[config.mk]
export PLATFORM = sky130hd
export DESIGN_NAME = deadline_ordered_task_queue_unit
export DESIGN_NICKNAME = d
export VERILOG_FILES = /design/src/design/dotq_pkg.sv /design/src/design/dotq_ctrl.sv /design/src/design/dotq_datapath.sv /design/src/design/deadline_ordered_task_queue_unit.sv
export SDC_FILE = /design/constraint.sdc
export NUM_CORES = 2
export LEC_CHECK = 0
export ABC_AREA = 1
export BUFFER_PORTS_ARGS = -buffer_cell sky130_fd_sc_hd__buf_2
export CELL_PAD_IN_SITES_DETAIL_PLACEMENT = 0
export CELL_PAD_IN_SITES_GLOBAL_PLACEMENT = 1
export CORE_MARGIN = 2
export CORE_UTILIZATION = 45
export CTS_BUF_LIST = sky130_fd_sc_hd__clkbuf_4 sky130_fd_sc_hd__clkbuf_8
export CTS_CLUSTER_SIZE = 28
export DETAILED_ROUTE_END_ITERATION = 7
export HOLD_SLACK_MARGIN = 0.15
export PLACE_DENSITY_LB_ADDON = 0.1
export SETUP_SLACK_MARGIN = 0.4
export SLEW_MARGIN = 0
export SYNTH_ARGS = -nofsm -noshare
export SYNTH_HDL_FRONTEND = slang
export SYNTH_SLANG_ARGS = --single-unit
[constraint.sdc]
create_clock -name i_clk -period 7.08 [get_ports i_clk]
set_clock_uncertainty 0.1 [all_clocks]
set_input_delay 0.708 -clock i_clk [delete_from_list [all_inputs] [get_ports i_clk]]
set_output_delay 0.708 -clock i_clk [all_outputs]
set_load 0.01 [all_outputs]
[src/design/dotq_pkg.sv]
package dotq_pkg;

    localparam int CAPACITY = 16;
    localparam int CNT_W    = $clog2(CAPACITY + 1);
    localparam int IDX_W    = $clog2(CAPACITY);
    localparam int DATA_W   = 16;
    localparam int OCC_W    = 5;

    localparam logic [1:0] CMD_INSERT = 2'd0;
    localparam logic [1:0] CMD_FINISH = 2'd1;
    localparam logic [1:0] CMD_REMOVE = 2'd2;

    localparam logic [1:0] ST_DONE      = 2'd0;
    localparam logic [1:0] ST_EMPTY     = 2'd1;
    localparam logic [1:0] ST_NOT_FOUND = 2'd2;
    localparam logic [1:0] ST_FULL      = 2'd3;

    // Commands from the controller to the datapath.
    typedef struct packed {
        logic load;
        logic compare;
        logic update;
    } t_dp_cmd;

endpackage

[src/design/dotq_ctrl.sv]
module dotq_ctrl
    import dotq_pkg::*;
(
    input  logic    i_clk,
    input  logic    i_rst_n,
    input  logic    i_valid,
    input  logic    i_stall,
    output logic    o_in_stall,
    output logic    o_out_valid,
    output t_dp_cmd o_cmd
);

    typedef enum logic [3:0] {
        S_IDLE = 4'b0001,
        S_CMP  = 4'b0010,
        S_UPD  = 4'b0100,
        S_OUT  = 4'b1000
    } t_state;

    t_state r_state;
    t_state n_state;

    always_comb begin
        n_state = r_state;
        case (r_state)
            S_IDLE: begin
                if (i_valid) begin
                    n_state = S_CMP;
                end
            end
            S_CMP: begin
                n_state = S_UPD;
            end
            S_UPD: begin
                n_state = S_OUT;
            end
            S_OUT: begin
                if (!i_stall) begin
                    n_state = S_IDLE;
                end
            end
            default: begin
                n_state = S_IDLE;
            end
        endcase
    end

    always_ff @(posedge i_clk) begin
        if (!i_rst_n) begin
            r_state <= S_IDLE;
        end else begin
            r_state <= n_state;
        end
    end

    // The block takes a new request only when idle and out of reset.
    assign o_in_stall    = (r_state != S_IDLE) || !i_rst_n;
    assign o_out_valid   = (r_state == S_OUT);
    assign o_cmd.load    = (r_state == S_IDLE) && i_valid && i_rst_n;
    assign o_cmd.compare = (r_state == S_CMP);
    assign o_cmd.update  = (r_state == S_UPD);

endmodule

[src/design/dotq_datapath.sv]
module dotq_datapath
    import dotq_pkg::*;
(
    input  logic              i_clk,
    input  logic              i_rst_n,
    input  t_dp_cmd           i_cmd,
    input  logic [1:0]        i_command,
    input  logic [DATA_W-1:0] i_deadline,
    input  logic [DATA_W-1:0] i_task_id,
    output logic [1:0]        o_status,
    output logic [DATA_W-1:0] o_out_deadline,
    output logic [DATA_W-1:0] o_out_id,
    output logic [OCC_W-1:0]  o_occupancy
);

    // Cell array in queue order; only cells below the count are meaningful.
    logic [DATA_W-1:0] r_cell_dl [CAPACITY];
    logic [DATA_W-1:0] r_cell_id [CAPACITY];
    logic [DATA_W-1:0] n_cell_dl [CAPACITY];
    logic [DATA_W-1:0] n_cell_id [CAPACITY];
    logic [DATA_W-1:0] left_dl   [CAPACITY];
    logic [DATA_W-1:0] left_id   [CAPACITY];
    logic [DATA_W-1:0] right_dl  [CAPACITY];
    logic [DATA_W-1:0] right_id  [CAPACITY];
    logic [CNT_W-1:0]  r_count;
    logic [CNT_W-1:0]  n_count;

    // Captured request.
    logic [1:0]        r_cmd;
    logic [DATA_W-1:0] r_dl;
    logic [DATA_W-1:0] r_id;

    // Compare stage results.
    logic [CAPACITY-1:0] r_lt;
    logic [CAPACITY-1:0] r_match;
    logic                r_eq_last;
    logic                r_gt_first;
    logic [CAPACITY-1:0] n_lt;
    logic [CAPACITY-1:0] n_match;
    logic                n_eq_last;
    logic                n_gt_first;
    logic [IDX_W-1:0]    last_idx;

    // Update stage.
    logic [CNT_W-1:0]  ins_pos;
    logic [IDX_W-1:0]  rem_pos;
    logic [IDX_W-1:0]  rpos;
    logic              found;
    logic              do_ins;
    logic              do_rem;
    logic [1:0]        n_status;
    logic [DATA_W-1:0] n_odl;
    logic [DATA_W-1:0] n_oid;

    // Result registers.
    logic [1:0]        r_status;
    logic [DATA_W-1:0] r_odl;
    logic [DATA_W-1:0] r_oid;

    always_ff @(posedge i_clk) begin
        if (i_cmd.load) begin
            r_cmd <= i_command;
            r_dl  <= i_deadline;
            r_id  <= i_task_id;
        end
    end

    assign last_idx = IDX_W'(r_count - CNT_W'(1));

    always_comb begin
        for (int i = 0; i < CAPACITY; i++) begin
            n_lt[i]    = (CNT_W'(i) < r_count) && (r_cell_dl[i] < r_dl);
            n_match[i] = (CNT_W'(i) < r_count) && (r_cell_id[i] == r_id);
        end
        n_eq_last  = (r_count != '0) && (r_dl == r_cell_dl[last_idx]);
        n_gt_first = (r_dl > r_cell_dl[0]);
    end

    always_ff @(posedge i_clk) begin
        if (i_cmd.compare) begin
            r_lt       <= n_lt;
            r_match    <= n_match;
            r_eq_last  <= n_eq_last;
            r_gt_first <= n_gt_first;
        end
    end

    // Neighbor taps for shifting toward the tail (insert) or the head (remove).
    for (genvar g = 0; g < CAPACITY; g++) begin : g_tap
        if (g == 0) begin : g_head
            assign left_dl[g] = r_dl;
            assign left_id[g] = r_id;
        end else begin : g_mid
            assign left_dl[g] = r_cell_dl[g-1];
            assign left_id[g] = r_cell_id[g-1];
        end
        if (g == CAPACITY - 1) begin : g_tail
            assign right_dl[g] = r_cell_dl[g];
            assign right_id[g] = r_cell_id[g];
        end else begin : g_body
            assign right_dl[g] = r_cell_dl[g+1];
            assign right_id[g] = r_cell_id[g+1];
        end
    end

    always_comb begin
        // Valid cells below the new deadline form a prefix, so its length is the slot.
        ins_pos = '0;
        for (int i = 0; i < CAPACITY; i++) begin
            if (r_lt[i]) begin
                ins_pos = CNT_W'(i + 1);
            end
        end
        // A deadline tying the tail and above the head goes behind the tail.
        if (r_eq_last && r_gt_first) begin
            ins_pos = r_count;
        end

        found   = 1'b0;
        rem_pos = '0;
        for (int i = CAPACITY - 1; i >= 0; i--) begin
            if (r_match[i]) begin
                found   = 1'b1;
                rem_pos = IDX_W'(i);
            end
        end

        do_ins   = 1'b0;
        do_rem   = 1'b0;
        rpos     = '0;
        n_status = ST_DONE;
        case (r_cmd)
            CMD_INSERT: begin
                if (r_count >= CNT_W'(CAPACITY)) begin
                    n_status = ST_FULL;
                end else begin
                    do_ins = 1'b1;
                end
            end
            CMD_FINISH: begin
                if (r_count == '0) begin
                    n_status = ST_EMPTY;
                end else begin
                    do_rem = 1'b1;
                end
            end
            CMD_REMOVE: begin
                if (r_count == '0) begin
                    n_status = ST_EMPTY;
                end else if (!found) begin
                    n_status = ST_NOT_FOUND;
                end else begin
                    do_rem = 1'b1;
                    rpos   = rem_pos;
                end
            end
            default: begin
                n_status = ST_DONE;
            end
        endcase

        n_odl   = do_rem ? r_cell_dl[rpos] : '0;
        n_oid   = do_rem ? r_cell_id[rpos] : '0;
        n_count = r_count;
        if (do_ins) begin
            n_count = r_count + CNT_W'(1);
        end else if (do_rem) begin
            n_count = r_count - CNT_W'(1);
        end

        for (int i = 0; i < CAPACITY; i++) begin
            n_cell_dl[i] = r_cell_dl[i];
            n_cell_id[i] = r_cell_id[i];
            if (do_ins) begin
                if (CNT_W'(i) == ins_pos) begin
                    n_cell_dl[i] = r_dl;
                    n_cell_id[i] = r_id;
                end else if (CNT_W'(i) > ins_pos) begin
                    n_cell_dl[i] = left_dl[i];
                    n_cell_id[i] = left_id[i];
                end
            end else if (do_rem && (CNT_W'(i) >= CNT_W'(rpos))) begin
                n_cell_dl[i] = right_dl[i];
                n_cell_id[i] = right_id[i];
            end
        end
    end

    always_ff @(posedge i_clk) begin
        if (i_cmd.update) begin
            r_cell_dl <= n_cell_dl;
            r_cell_id <= n_cell_id;
            r_status  <= n_status;
            r_odl     <= n_odl;
            r_oid     <= n_oid;
        end
    end

    always_ff @(posedge i_clk) begin
        if (!i_rst_n) begin
            r_count <= '0;
        end else if (i_cmd.update) begin
            r_count <= n_count;
        end
    end

    assign o_status       = r_status;
    assign o_out_deadline = r_odl;
    assign o_out_id       = r_oid;
    assign o_occupancy    = OCC_W'(r_count);

endmodule

[src/design/deadline_ordered_task_queue_unit.sv]
// A request is captured on acceptance and passes the compare and update states before its
// result is presented; a new request is taken only after that result has been handed off.
// The compare pass and the shift pass work over the 16-cell array.
// Reset (synchronous, active low) empties the queue and returns the controller to idle.
// Cell contents are not cleared by reset; cells beyond the count never affect a result.
module deadline_ordered_task_queue_unit
    import dotq_pkg::*;
(
    input  logic              i_clk,
    input  logic              i_rst_n,
    input  logic              i_valid,
    output logic              o_stall,
    input  logic [1:0]        i_command,
    input  logic [DATA_W-1:0] i_deadline,
    input  logic [DATA_W-1:0] i_task_id,
    output logic              o_valid,
    input  logic              i_stall,
    output logic [1:0]        o_status,
    output logic [DATA_W-1:0] o_out_deadline,
    output logic [DATA_W-1:0] o_out_id,
    output logic [OCC_W-1:0]  o_occupancy
);

    // The controller steps each request through capture, compare, update and
    // result hand-off. The datapath holds the sorted cells and the count.
    t_dp_cmd dp_cmd;

    dotq_ctrl u_ctrl (
        .i_clk       (i_clk),
        .i_rst_n     (i_rst_n),
        .i_valid     (i_valid),
        .i_stall     (i_stall),
        .o_in_stall  (o_stall),
        .o_out_valid (o_valid),
        .o_cmd       (dp_cmd)
    );

    // In the compare cycle every cell checks its deadline against the new one
    // and its id against the requested id. In the update cycle the insert slot
    // or the first match is located and each cell loads itself, its left
    // neighbor, its right neighbor or the new task, so the array stays sorted.
    dotq_datapath u_dp (
        .i_clk          (i_clk),
        .i_rst_n        (i_rst_n),
        .i_cmd          (dp_cmd),
        .i_command      (i_command),
        .i_deadline     (i_deadline),
        .i_task_id      (i_task_id),
        .o_status       (o_status),
        .o_out_deadline (o_out_deadline),
        .o_out_id       (o_out_id),
        .o_occupancy    (o_occupancy)
    );

endmodule

==> out/qor.csv <==
metric,value,unit
ff2ff_path_depth,11,
cts_tree,built,
yosys_warnings,0,
dieArea,107000,sq um
fmax,0.187,GHz
holdBufCountCts,37,
initial_utilization,0.452,
status,completed,
max_slew.worst_pin.slew,1320,ps
routed-via-count,46400,
synthCells,6221,
yosysSeqAreaShare,0.398,
h-tree-depth,3,
setup-violations-final,0,
startpoint,u_dp.o_occupancy[0],
cts.sinks,623,
die_w,326,um
endpoint,u_dp.left_dl[66],
routed_wirelength,193000,um
layout_common_cells,"nand2_1, o21ai_0, nand3_1, inv_1, edfxtp_1",
rsz0062_at_grt,false,
dp_hpwl,132000,um
max-slew-margin-rel,0.0984,
slew_viol_final,0,
grt_usage,0.351,
num_rows,118,
synth_fp_nets,6508,
placement.io_buffers,78,
rr_startpoint,u_dp.o_occupancy[0],
endpoint_kind,register,
syn_avg_cell_area,7.52,sq um
max_cap_viol_count,0,
peakVddDrop,0.142,mV
drtPass1Iterations,7,
die_y,326,um
syn_area,46800,sq um
syn_to_final_growth,8.09,%
yosys_register_bits,623,
grt-ovfl-total,0,
synth-edff-count,614,
multiInputGateArea,23800,sq um
ant_nets,0,
postPlaceCellArea,47900,sq um
cts_root_buffer,clkbuf_8,
via_per_inst,6.12,
nFillCells,10500,
hold_viol,0,
worst-endpoint-arrival,5740,ps
clock_latency,830,ps
grt_pass1_wl,285000,um
gp_congestion,0.947,
antenna_found_initial,3,
worst_ep_required_time,7480,ps
finalNetCount,6377,
grt_max_degree,262,
cts-buffers-inserted,118,
synth_area_leader_cell,edfxtp_1,
drive_gt1_frac,0.0732,
cts_resized,0,
final_common_cell,nand2_1,
path_max_fanout,136,
reg2reg_to,u_dp.left_dl[66],
hp-class,reg2reg,
critPathLaunchType,register,
grt_pass1_vias,42100,
clk_pin_slew,60,ps
drc,0,
ys.flop_type,edfxtp_1,
fin_area,50500,sq um
core-area,103000,sq um
post-route-period-util,0.754,
regArea,18600,sq um
async_flop_share,0,
synth_top_area_share,0.394,
fin_setup_tns,0,ps
power.leakage,21.2,nW
synth_cell_type_count,60,
powerDensity,166,nW/um^2
first_iter_violations,6564,
min_period,5340,ps
post_cts_buffers,0,
r2r_slack,1740,ps
criticalPathCategory,reg2reg,
ys_top_cells_by_area,"edfxtp_1, nand2_1, o21ai_0",
wl_per_cell,25.5,um
ios,79,
clk_path_buf_depth,3,
hp-start,u_ctrl.r_state[1],
## synth_stat cells (all sizes together) (7+ instances only)
master / number
a211oi: 9
a21o: 14
a21oi: 578
a221oi: 49
buf: 213
clkbuf: 260
dfxtp: 9
edfxtp: 614
ha: 249
inv: 660
nand2: 1371
nand3: 757
nand4: 50
nor2: 96
nor3: 40
nor4: 26
o211ai: 8
o21a: 7
o21ai: 974
o221ai: 25
o22ai: 63
o311ai: 21
o31ai: 10
xnor2: 12
xor2: 71
## power by group
part	leakage, nW	internal (mW)	switching (mW)
Clock	1.22	1.84	1.79
Combinational	14.3	0.194	0.491
Sequential	5.61	4.05	0.0264
## worst min-delay path by stage
| stage | to | slack, ps | depth (start not counted) |
|---|---|---|---|
| 3_3_place_gp | u_ctrl.r_state[2] | 420 | 2 |
| 3_5_place_dp | u_ctrl.r_state[2] | 420 | 2 |
| 6_report | u_ctrl.r_state[2] | 430 | 2 |
| 4_1_cts | u_ctrl.r_state[2] | 430 | 2 |
| 5_1_grt | u_ctrl.r_state[2] | 460 | 2 |
| 2_1_floorplan | u_ctrl.r_state[2] | 370 | 2 |
## through the flow
step                utilization  hold slack [ps]  setup WS (ps)  cells  power [mW]
floorplan                     -              370           1290   6221        4.55
global placement          0.463              421           2010   7313        4.79
detailed placement        0.463              418           1930   7313        4.80
CTS                       0.489              428           1920   7571        8.42
global route              0.489              462           1610   7572        8.62
finish                    0.489              432           1740   7572        8.40
## state kept, by name, summed over array words and instances (netlist names)
| name | cells |
|---|---|
| u_ctrl.r_state | 4 |
| u_dp.r_eq_last | 1 |
| u_dp.left_id | 240 |
| u_dp.o_status | 2 |
| u_dp.o_out_id | 16 |
| u_dp.r_dl | 16 |
| u_dp.r_id | 16 |
| u_dp.r_match | 16 |
| u_dp.r_gt_first | 1 |
| u_dp.r_cmd | 2 |
| u_dp.left_dl | 240 |
| u_dp.r_lt | 16 |
| u_dp.o_occupancy | 5 |
| u_dp.r_cell_dl | 16 |
| u_dp.o_out_deadline | 16 |
| u_dp.r_cell_id | 16 |
## routing by layer
layer	up-vias	share of wire	GRT usage
met5	-	0	0
met4	0	0.024	0.0828
met1	21900	0.46	0.549
met2	2790	0.40	0.484
met3	269	0.12	0.0785
li1	21400	-	-
## critical path, stage by stage (launching register included)
cell	delay, ps
dfxtp_4	860
inv_2	130
ha_4	200
nand2_4	80
nand2_2	60
inv_2	70
nand2_4	70
nor2_4	890
nand2_8	780
nor3_1	1190
a21oi_4	100
buf_4	340
## cell families (layout without fill, tap and decap cells)
group                      count (synthesis)  after routing  synth area share
AOI/OAI and AO/OA                       1781           1781             0.205
DFF                                      623            623             0.398
other                                      0              1                 0
and+or+nand+nor                         2347           2347             0.217
adders and majority gates                249            249            0.0666
xor gates and xnor gates                  83             83            0.0155
buffers and inverters                   1138           1108            0.0978
## final cells by class
type | instances | share of cell area
diodes | 1 | 0.0000495
flip-flops and latches | 623 | 0.368
repair buffers | 222 | 0.0317
clock inverters | 60 | 0.00602
multi-input cells | 4460 | 0.471
well taps | 1380 | 0.0342
clock buffers | 161 | 0.0391
inverters | 665 | 0.0496
Power figures use the tool's default switching activity.
